<file path="config.mk">
export PLATFORM = sky130hd
export DESIGN_NAME = nbk_ctrl
export DESIGN_NICKNAME = d
export VERILOG_FILES = /design/src/sv/nbk_pkg.sv /design/src/sv/nbk_ctrl.sv
export SDC_FILE = /design/constraint.sdc
export NUM_CORES = 1
export LEC_CHECK = 0
export ABC_AREA = 1
export BUFFER_PORTS_ARGS = -buffer_cell sky130_fd_sc_hd__buf_2
export CAP_MARGIN = 20
export CORE_AREA = 2 2 39 41
export CTS_CLUSTER_SIZE = 30
export DETAILED_ROUTE_END_ITERATION = 16
export DIE_AREA = 0 0 41 43
export GPL_TIMING_DRIVEN = 0
export PLACE_DENSITY_LB_ADDON = 0.1
export RECOVER_POWER = 50
export SYNTH_ARGS = -nofsm -noshare
export SYNTH_HDL_FRONTEND = slang
export SYNTH_SLANG_ARGS = --single-unit
</file>
<file path="constraint.sdc">
create_clock -name clk_i -period 3.49 [get_ports clk_i]
set_input_delay 0.698 -clock clk_i [delete_from_list [all_inputs] [get_ports clk_i]]
set_output_delay 0.698 -clock clk_i [all_outputs]
set_load 0.01 [all_outputs]
</file>
<file path="src/sv/nbk_pkg.sv">
// ----------------------------------------------------------------------------
// nbk_pkg
// Shared constants, codes and controller/datapath types of the neighbor
// bucket kick hash flow counter.
// ----------------------------------------------------------------------------
package nbk_pkg;

  localparam int unsigned BUCKETS_DEF    = 2048;
  localparam int unsigned SLOTS_DEF      = 4;
  localparam int unsigned KEY_BITS_DEF   = 32;
  localparam int unsigned COUNT_BITS_DEF = 32;

  localparam int unsigned CFG_W     = 12;
  localparam int unsigned CFG_IDX_W = 2;

  localparam logic [CFG_IDX_W-1:0] CFG_BUCKET_COUNT = 2'd0;
  localparam logic [CFG_IDX_W-1:0] CFG_SLOTS_IN_USE = 2'd1;
  localparam logic [CFG_IDX_W-1:0] CFG_KICK_LIMIT   = 2'd2;

  localparam logic [11:0] RST_BUCKET_COUNT = 12'd2048;
  localparam logic [2:0]  RST_SLOTS_IN_USE = 3'd2;
  localparam logic [5:0]  RST_KICK_LIMIT   = 6'd6;

  localparam logic [2:0] ST_COUNTED  = 3'd0;
  localparam logic [2:0] ST_STORED   = 3'd1;
  localparam logic [2:0] ST_KICKED   = 3'd2;
  localparam logic [2:0] ST_LIMIT    = 3'd3;
  localparam logic [2:0] ST_NOVICTIM = 3'd4;
  localparam logic [2:0] ST_QHIT     = 3'd5;
  localparam logic [2:0] ST_QMISS    = 3'd6;

  localparam logic [1:0] OFF_ZERO  = 2'b00;
  localparam logic [1:0] OFF_PLUS  = 2'b01;
  localparam logic [1:0] OFF_MINUS = 2'b11;

  localparam logic [1:0] CAND_HOME = 2'd0;
  localparam logic [1:0] CAND_UP   = 2'd1;
  localparam logic [1:0] CAND_DOWN = 2'd2;

  typedef enum logic [2:0] {
    S_CLR, S_IDLE, S_DIV, S_CRD, S_CEV, S_KRD, S_KEV, S_FIN
  } state_e;

  typedef struct packed {
    logic       clr;
    logic       load;
    logic       rd_cand;
    logic       cand_next;
    logic       apply_ins;
    logic       q_hit;
    logic       kick_init;
    logic       kick_rd;
    logic       kick_place;
    logic       kick_swap;
    logic       kick_phase2;
    logic       kick_drop;
    logic       set_code;
    logic [2:0] code;
    logic       out_load;
  } cmd_t;

  typedef struct packed {
    logic clr_last;
    logic div_done;
    logic func;
    logic hit_any;
    logic hit_match;
    logic qhit;
    logic cand_last;
    logic kfree;
    logic kover;
    logic kvictim;
    logic first_phase;
    logic out_free;
  } sts_t;

endpackage

</file>
<file path="src/sv/nbk_ctrl.sv">
// ----------------------------------------------------------------------------
// nbk_ctrl
// Sequencer: clearing pass, candidate scan, kick chain, result hand-off.
// ----------------------------------------------------------------------------
module nbk_ctrl import nbk_pkg::*; (
  input  logic clk_i,
  input  logic rst_ni,
  input  logic in_valid_i,
  output logic in_stall_o,
  input  sts_t sts_i,
  output cmd_t cmd_o
);

  state_e state_q, state_d;

  always_ff @(posedge clk_i or negedge rst_ni) begin
    if (!rst_ni) begin
      state_q <= S_CLR;
    end else begin
      state_q <= state_d;
    end
  end

  always_comb begin
    state_d    = state_q;
    cmd_o      = '0;
    in_stall_o = 1'b1;
    case (state_q)
      S_CLR: begin
        cmd_o.clr = 1'b1;
        if (sts_i.clr_last) begin
          state_d = S_IDLE;
        end
      end
      S_IDLE: begin
        in_stall_o = 1'b0;
        if (in_valid_i) begin
          cmd_o.load = 1'b1;
          state_d    = S_DIV;
        end
      end
      S_DIV: begin
        if (sts_i.div_done) begin
          state_d = S_CRD;
        end
      end
      S_CRD: begin
        cmd_o.rd_cand = 1'b1;
        state_d       = S_CEV;
      end
      S_CEV: begin
        if (sts_i.func) begin
          if (sts_i.qhit) begin
            cmd_o.q_hit    = 1'b1;
            cmd_o.set_code = 1'b1;
            cmd_o.code     = ST_QHIT;
            state_d        = S_FIN;
          end else if (sts_i.cand_last) begin
            cmd_o.set_code = 1'b1;
            cmd_o.code     = ST_QMISS;
            state_d        = S_FIN;
          end else begin
            cmd_o.cand_next = 1'b1;
            state_d         = S_CRD;
          end
        end else if (sts_i.hit_any) begin
          cmd_o.apply_ins = 1'b1;
          cmd_o.set_code  = 1'b1;
          cmd_o.code      = sts_i.hit_match ? ST_COUNTED : ST_STORED;
          state_d         = S_FIN;
        end else if (sts_i.cand_last) begin
          cmd_o.kick_init = 1'b1;
          state_d         = S_KRD;
        end else begin
          cmd_o.cand_next = 1'b1;
          state_d         = S_CRD;
        end
      end
      S_KRD: begin
        cmd_o.kick_rd = 1'b1;
        state_d       = S_KEV;
      end
      S_KEV: begin
        if (sts_i.kfree) begin
          cmd_o.kick_place = 1'b1;
          cmd_o.set_code   = 1'b1;
          cmd_o.code       = ST_KICKED;
          state_d          = S_FIN;
        end else if (sts_i.kover) begin
          cmd_o.kick_drop = 1'b1;
          cmd_o.set_code  = 1'b1;
          cmd_o.code      = ST_LIMIT;
          state_d         = S_FIN;
        end else if (sts_i.kvictim) begin
          cmd_o.kick_swap = 1'b1;
          state_d         = S_KRD;
        end else if (sts_i.first_phase) begin
          cmd_o.kick_phase2 = 1'b1;
          state_d           = S_KRD;
        end else begin
          cmd_o.kick_drop = 1'b1;
          cmd_o.set_code  = 1'b1;
          cmd_o.code      = ST_NOVICTIM;
          state_d         = S_FIN;
        end
      end
      S_FIN: begin
        if (sts_i.out_free) begin
          cmd_o.out_load = 1'b1;
          state_d        = S_IDLE;
        end
      end
      default: begin
        state_d = S_IDLE;
      end
    endcase
  end

endmodule

</file>
Word level (Yosys, flattened, before mapping)
Cells that the tools add are included.

Add/sub/neg operators: 0. $mul: 0. Divide/modulo/power cells: 0. $lt $le $gt $ge: 0. Equality and inequality tests: 11. Shift operators: 0. Multiplexer cells: 50. Bitwise operators: 0. Reduce and logical (&&, ||, !) cells: 2.

Operators with widths (count): $mux 3 (13); $mux 4 (7); $pmux 3 s8 (1); $mux 1 (23); $eq 3x3->1 const B (4); $mux 5 (2); $ne 2x2->1 const B (4); $pmux 4 s2 (1); $eq 3x2->1 const B (2); $mux 6 (1); $mux 2 (2); $reduce_and 4->1 (1); $eq 3x1->1 const B (1); $logic_not 3->1 (1).

Register bits: 3. Latch bits: 0. Bits in writable memories: 0. Memory bits (read-only): 0. Bits of input ports: 15. Output and inout port bits: 18. Word-level logic and storage cells: 64. Memories: 0.

Logic depth before layout (Yosys ltp)
Gate-level depths: netlist of run 1.

Depth after elaboration: 5. Gate-level depth with buffers: 9. Depth with buffers taken out: 8.

Least setup slack after synthesis of run 1
No wires, ideal clock.

Path type: input to output. From: input port sts_i[3] (netlist bit). To: output port cmd_o[6] (netlist bit). Arrival: 1335 ps. Required time: 2792 ps. Slack: 1457 ps. Cell stages on the path: 3. Buffers on the path: 0. Cells stage by stage: nor2_1 inv_1 nor4_1.

RTL lines: from (decl) (RTL line nbk_ctrl.sv:10) `input sts_t sts_i,`; to (decl) (RTL line nbk_ctrl.sv:11) `output cmd_t cmd_o`.

==> summary.md, run 1 <==
| Metric | Value |
|---|---|
| Run status | complete, no violations |
| Total gr overflow | 0 |
| Largest registers | state_q: 3 flops |
| Fin crit share | 0.659 |
| Fin util | 0.484 |
| Final nets | between 100 and 150 |
| Seq cells post-synth | 3 |
| Initial DRC count | 8 |
| Maximum VDD drop | between 0.00015 and 0.0002 V |
| Area leader, netlist | dfrtp_1 |
| Sequence of cells on the critical path | clkbuf_1 > inv_1 > nand2_1 > nor2_1 > o211ai_1 > o31ai_1 > buf_2 |
| Met3 Usage GRT | 0.0366 |
| Die area | between 1500 and 2000 um^2 |
| Crit Path Max Fanout | 9 |
| Syn-to-layout area delta | 38.6% |
| Dominant synthesized flop cell | dfrtp_1 |
| DIE WIDTH | approximately 40 um |
| I/O pins | 33 |
| Die Span Y | between 40 and 50 um |
| Slowest stage cell, crit path | dfrtp_1 |
| Synth Cell Area | approximately 480 um^2 |
| Fin crit period | approximately 2300 ps |
| GPL Wtd Cong | 0.687 |
| Fin Setup TNS | 0 ps |
| RSZ-0062 raised after global routing | no |
| Num CTS Buffers | 3 |
| PD cells | ~650 nW/um^2 |
| # port buffers | 32 |
| Average wire per standard cell | a little over 8 um |
| Initial Utilization | 0.349 |
| Critical Path RT | around 2800 ps |
| FF-to-FF path depth | 8 |
| Via density | 4.58 |
| Initial antenna violation count | 0 |
| Clock Pin Slew Worst Setup and Hold Paths | 30 ps |
| Core area | roughly 1400 um^2 |
| Max frequency | between 0.4 and 0.5 GHz |
| Setup crit start | state_q[1] |
| Worst R2R End | state_q[1] |
| CP endpoint | cmd_o[3] |
| Drt first pass iters | 4 |
| Hold slack final | 266 ps |
| Total power | approximately 0.00044 W |
| Share of post-route cells with drive strength above 1 | 0.290 |
| Dpl ws | 1340 ps |
| Crit path depth | 7 |
| First-pass GRT wire length | around 1900 um |
| Post-CTS sizing | 0 |
| CTS root buffer | clkbuf_4 |
| Sink Count | 3 |
| CTS Hold Bufs | 0 |
| H-tree levels | 1 |
| Startpoint types | flip-flop |
| Buf/Inv on CP | 3 |
| Synth top cells by count | 18 x nand2_1, 16 x nor2_1, 15 x inv_1 |
| Slew @ Worst Pin | between 300 and 400 ps |
| Reg2Reg Setup Slack | 2120 ps |
| Setup Crit Path Kind | reg -> out |
| Worst EP arrival | 1600 ps |
| Final setup vio count | 0 |
| Final WS setup | 1190 ps |
| Max reg flops | 3 |
| Postcts setup bufs | 0 |
| Remaining antenna violation count after routing | 0 |
| Slew HR | 0.760 |
| Slew Limit Fails | 0 |
| Post-synth cell types | 20 |
| Seq/Total Area, Yosys | 0.155 |
| Critical path's top delay family | buffers and inverters |
| Met1 Usage GRT | 0.194 |
| Synth warn | 0 |
| Final hold violation count | 0 |
| Clock tree buffer depth | 2 |
| Pin count of the biggest net entering global routing | 10 |
| Fillers | around 180 |
| Clk_skew | 0.417 ps |
| Post-Syn Nets | just over 100 |
| DP HPWL | around 990 um |
| Antenna cells | 0 |
| Yosys top cell area share | 0.155 |
| Drt drc | 0 |
| Ys async rst share | 1.00 |
| Crit end category | output pin |
| Cells after Synth | slightly below 90 |
| Reg-to-reg startpoint | state_q[1] |
| Maxcap violations | 0 |
| Clk_lat worst skew | approximately 230 ps |
| EDFF count, synth | 0 |
| Critical Path Max Stage Delay | about 340 ps |
| Vias in the first global route | between 400 and 500 |
| Total track usage | 0.146 |
| GR Layer Usage met2 | 0.234 |
| Avg Cell Area, Syn | ~5.5 um^2 |
| Top reg by flops | state_q |
| Min-delay worst type | in -> async |
| Row count | 14 |
| Count leader, synth | nand2_1 |
| Routed WL | around 1200 um |
| DR vias | around 640 |
| CTS tree | yes |
| GR peak layer | met2 |
| Largest cells by area after synthesis | dfrtp_1 16%, nand2_1 14%, nor2_1 12% |
| Leak Pwr | 0.393 nW |
cells in the final DEF, fill, tap and decap left out, drive strengths merged:
| master | instances |
|---|---|
| buf | 27 |
| inv | 19 |
| nand2 | 18 |
| nor2 | 18 |
| nand3 | 11 |
| clkbuf | 11 |
| a21oi | 3 |
| nand4 | 3 |
| dfrtp | 3 |
| nor3 | 3 |
| nand3b | 2 |
| o31ai | 2 |
| o211ai | 1 |
| nor4 | 1 |
| o22ai | 1 |
| o21ai | 1 |
cell type report:
cell class | instances | area [um^2] | share of cell area
Multi-Input combinational cell | 64 | 309 | 0.462
Timing Repair Buffer | 32 | 153 | 0.228
Sequential cell | 3 | 75.1 | 0.112
Inverter | 19 | 71.3 | 0.107
Clock buffer | 4 | 26.3 | 0.0393
Tap cell | 16 | 20.0 | 0.0299
Buffer | 2 | 15.0 | 0.0224
worst register-to-register path, delay by kind of cell, from the launching register on:
kind          cells  cell delay, ps
buf+inv           2             470
simple gates      6             490
flops             1             310
how the worst min path moves through the flow:
| stage | startpoint | endpoint | slack, ps | cells after the start |
|---|---|---|---|---|
| 2_1_floorplan | rst_ni | state_q[0] | 400 | 0 |
| 3_3_place_gp | rst_ni | state_q[0] | 500 | 1 |
| 3_5_place_dp | rst_ni | state_q[0] | 500 | 1 |
| 4_1_cts | rst_ni | state_q[2] | 250 | 1 |
| 5_1_grt | rst_ni | state_q[2] | 270 | 1 |
| 6_report | rst_ni | state_q[2] | 270 | 1 |
cell families (layout without fill, tap and decap cells):
group / Yosys count / in the layout / share of synthesized area
AND/OR/NAND/NOR: 56 / 56 / 0.549
buffers and inverters: 21 / 57 / 0.194
AO/OA/AOI/OAI: 8 / 8 / 0.101
flip-flops: 3 / 3 / 0.155
stage by stage:
| step | instances | cell area (um^2) |
|---|---|---|
| final | 140 | 669 |
| after global routing | 140 | 669 |
| after CTS | 140 | 689 |
| after detailed placement | 136 | 663 |
| after global placement | 136 | 663 |
| after floorplan | 88 | 483 |
power breakdown:
group	switching [W]	leakage [nW]	internal, W
logic	0.000199	0.343	0.000110
clock network	0.0000162	0.0150	0.0000427
registers	0.0000149	0.0357	0.0000542
per-layer routing:
layer | vias to the layer above | routed length (um) | share of wire
li1 | 351 | - | -
met1 | 266 | 520 | 0.45
met2 | 24 | 538 | 0.46
met3 | 0 | 97 | 0.084
met4 | 0 | 0 | 0
met5 | - | 0 | 0
Power figures use the tool's default switching activity.
==> run 2, diff against run 1 <==
--- a/config.mk
+++ b/config.mk
@@ -8,10 +8,10 @@
 export ABC_AREA = 1
 export BUFFER_PORTS_ARGS = -buffer_cell sky130_fd_sc_hd__buf_2
 export CAP_MARGIN = 20
-export CORE_AREA = 2 2 39 41
+export CORE_MARGIN = 2
+export CORE_UTILIZATION = 36
 export CTS_CLUSTER_SIZE = 30
 export DETAILED_ROUTE_END_ITERATION = 16
-export DIE_AREA = 0 0 41 43
 export GPL_TIMING_DRIVEN = 0
 export PLACE_DENSITY_LB_ADDON = 0.1
 export RECOVER_POWER = 50
==> constraint.sdc (replaced) <==
create_clock -name clk_i -period 2 [get_ports clk_i]
set_input_delay 0.4 -clock clk_i [delete_from_list [all_inputs] [get_ports clk_i]]
set_output_delay 0.4 -clock clk_i [all_outputs]
set_load 0.01 [all_outputs]
==> run 2 against run 1 <==
Net effect:
- die area fell by 6.4%
- power grew 83%
- hold slack gained 230 ps
==> summary.md, run 2 (synthesis gave the netlist of run 1 again) <==
| Metric | Value |
|---|---|
| Fin crit period | around 1900 ps |
| Crit end category | output pin (unchanged) |
| # port buffers | 32 (unchanged) |
| Syn-to-layout area delta | 42.5% (was 38.6%) |
| Clock tree buffer depth | 2 (unchanged) |
| Slew Limit Fails | 0 (unchanged) |
| Antenna cells | 0 (unchanged) |
| Min-delay worst type | in -> async (unchanged) |
| Most common cell after layout, fill and taps aside | buf_2 (unchanged) |
| Initial DRC count | 8 (unchanged) |
| Worst EP arrival | 1470 ps (was 1600 ps) |
| GPL Wtd Cong | 0.757 (was 0.687) |
| Setup Crit Path Kind | reg -> out (unchanged) |
| Critical Path RT | 1600 ps (was 2790 ps) |
| Clock Pin Slew Worst Setup and Hold Paths | 40 ps (was 30 ps) |
| Slew HR | 0.828 (was 0.760) |
| Final nets | 141 (was 140) |
| Crit Path Max Fanout | 9 (unchanged) |
| Total track usage | 0.166 (was 0.146) |
| Remaining antenna violation count after routing | 0 (unchanged) |
| Drt first pass iters | 4 (unchanged) |
| Initial Utilization | 0.381 (was 0.349) |
| Most frequent cells in the layout | 26 x buf_2, 18 x nand2_1, 15 x nor2_1, 15 x inv_1, 11 x nand3_1 (was 26 x buf_2, 18 x nand2_1, 16 x inv_1, 16 x nor2_1, 11 x nand3_1) |
| Average wire per standard cell | 8.92 um (was 8.26 um) |
| DP HPWL | 1060 um (was 990 um) |
| Routed WL | 1250 um (was 1160 um) |
| Flop pwr share | 0.159 (was 0.158) |
| Final WS setup | 135 ps (was 1190 ps) |
| Leak Pwr | 0.404 nW (was 0.393 nW) |
| H-tree levels | 1 (unchanged) |
| Met1 wire length | 581 um (was 520 um) |
| Met3 Routed Length | 85 um (was 97 um) |
| Core area | 1270 um^2 (was 1380 um^2) |
| Maxcap violations | 0 (unchanged) |
| Switching part of the total | 0.525 (was 0.527) |
| Max frequency | 0.536 GHz |
| Die area | 1650 um^2 (was 1760 um^2) |
| Logic pwr share | 0.709 (was 0.707) |
| Fin util | 0.542 (was 0.484) |
| Share of post-route cells with drive strength above 1 | 0.312 (was 0.290) |
| Run status | complete, no violations (unchanged) |
| RSZ-0062 raised after global routing | no (unchanged) |
| WL met2 | 578 um (was 538 um) |
| Fillers | 135 (was 177) |
| Row count | 13 (was 14) |
| Maximum VDD drop | 0.000487 V (was 0.000193 V) |
| Area of the multi-input gates | 312 um^2 (was 309 um^2) |
| First-pass GRT wire length | 1860 um (was 1880 um) |
| Final hold violation count | 0 (unchanged) |
| DIE WIDTH | 40.6 um (was 41 um) |
| Startpoint types | flip-flop (unchanged) |
| Clk_skew | 1.61 ps (was 0.417 ps) |
| Top reg by flops | state_q (unchanged) |
| DR vias | 659 (was 641) |
| Num CTS Buffers | 3 (unchanged) |
| Dpl ws | 366 ps (was 1340 ps) |
| Die Span Y | 40.6 um (was 43 um) |
| Fin Setup TNS | 0 ps (unchanged) |
| Slew @ Worst Pin | 258 ps (was 360 ps) |
| Drt drc | 0 (unchanged) |
| Final setup vio count | 0 (unchanged) |
| I/O pins | 33 (unchanged) |
| Total gr overflow | 0 (unchanged) |
| CTS tree | yes (unchanged) |
| Switching power | 0.000419 W (was 0.000230 W) |
| Max reg flops | 3 (unchanged) |
| Postcts setup bufs | 0 (unchanged) |
| Via density | 4.71 (was 4.58) |
| Sink Count | 3 (unchanged) |
| Pin count of the biggest net entering global routing | 10 (unchanged) |
| Fin crit share | 0.933 |
| PD cells | 1160 nW/um^2 (was 653 nW/um^2) |
| Clk_lat worst skew | 230 ps (about the same) |
| Total power | 0.000799 W (was 0.000437 W) |
| Internal power | 0.000380 W (was 0.000207 W) |
| Max layer used | met4 (was met3) |
| Reg2Reg Setup Slack | 790 ps (was 2120 ps) |
| Largest registers | state_q: 3 flops (unchanged) |
| Area occupied by registers | 75.1 um^2 (unchanged) |
| CTS root buffer | clkbuf_4 (unchanged) |
| Clock share of power | 0.133 (was 0.135) |
| Initial antenna violation count | 0 (unchanged) |
| Vias in the first global route | 480 (was 485) |
## run 2: per-stage QoR
step | std cells | hold WS (ps) | cell area [um^2]
floorplan | 88 | 104 | 483
global placement | 135 | 195 | 662
detailed placement | 135 | 198 | 662
CTS | 140 | 492 | 698
global route | 140 | 520 | 688
finish | 140 | 500 | 688
## run 2: area by class of cell
class,count,share of cell area
Multi-Input combinational cell,64,0.453
Buffer,2,0.0327
Clock buffer,4,0.0382
Tap cell,15,0.0273
Timing Repair Buffer,33,0.236
Sequential cell,3,0.109
Inverter,19,0.104
## run 2: worst paths after layout
kind / startpoint / to / cells past startpoint
worst max-delay path: state_q[0] / cmd_o[3] / 7
worst min-delay path: rst_ni / state_q[2] / 2
worst max register to register: state_q[2] / state_q[1] / 7
worst min register to register: state_q[1] / state_q[1] / 3
max in group asynchronous: rst_ni / state_q[0] / 2
min in group clk_i: in_valid_i / state_q[0] / 4
## run 2: timing repair
action,CTS,global route
gates resized for setup,0,1
endpoints found under the hold margin,3,0
hold buffers,1,0
endpoints found under the setup margin,0,2
## run 2: power by group through the flow
stage                     registers, W  logic (W)  clock network [W]
final                         0.000127   0.000566           0.000106
after floorplan               0.000118   0.000432                  0
after detailed placement      0.000127   0.000580                  0
after global placement        0.000126   0.000578                  0
after global routing          0.000131   0.000651           0.000119
after CTS                     0.000127   0.000584           0.000109
## run 2: worst max-delay path: stages, from the launching register on
cell	delay, ps
dfrtp_1	370
buf_6	140
inv_2	70
nand2_1	90
nor2_4	130
inv_2	80
o31ai_1	190
buf_2	170
## run 2: routing by layer
| metal | up-vias | track usage |
|---|---|---|
| li1 | 358 | - |
| met1 | 281 | 0.210 |
| met2 | 18 | 0.270 |
| met3 | 2 | 0.0489 |
| met4 | 0 | 0.0500 |
| met5 | - | 0 |
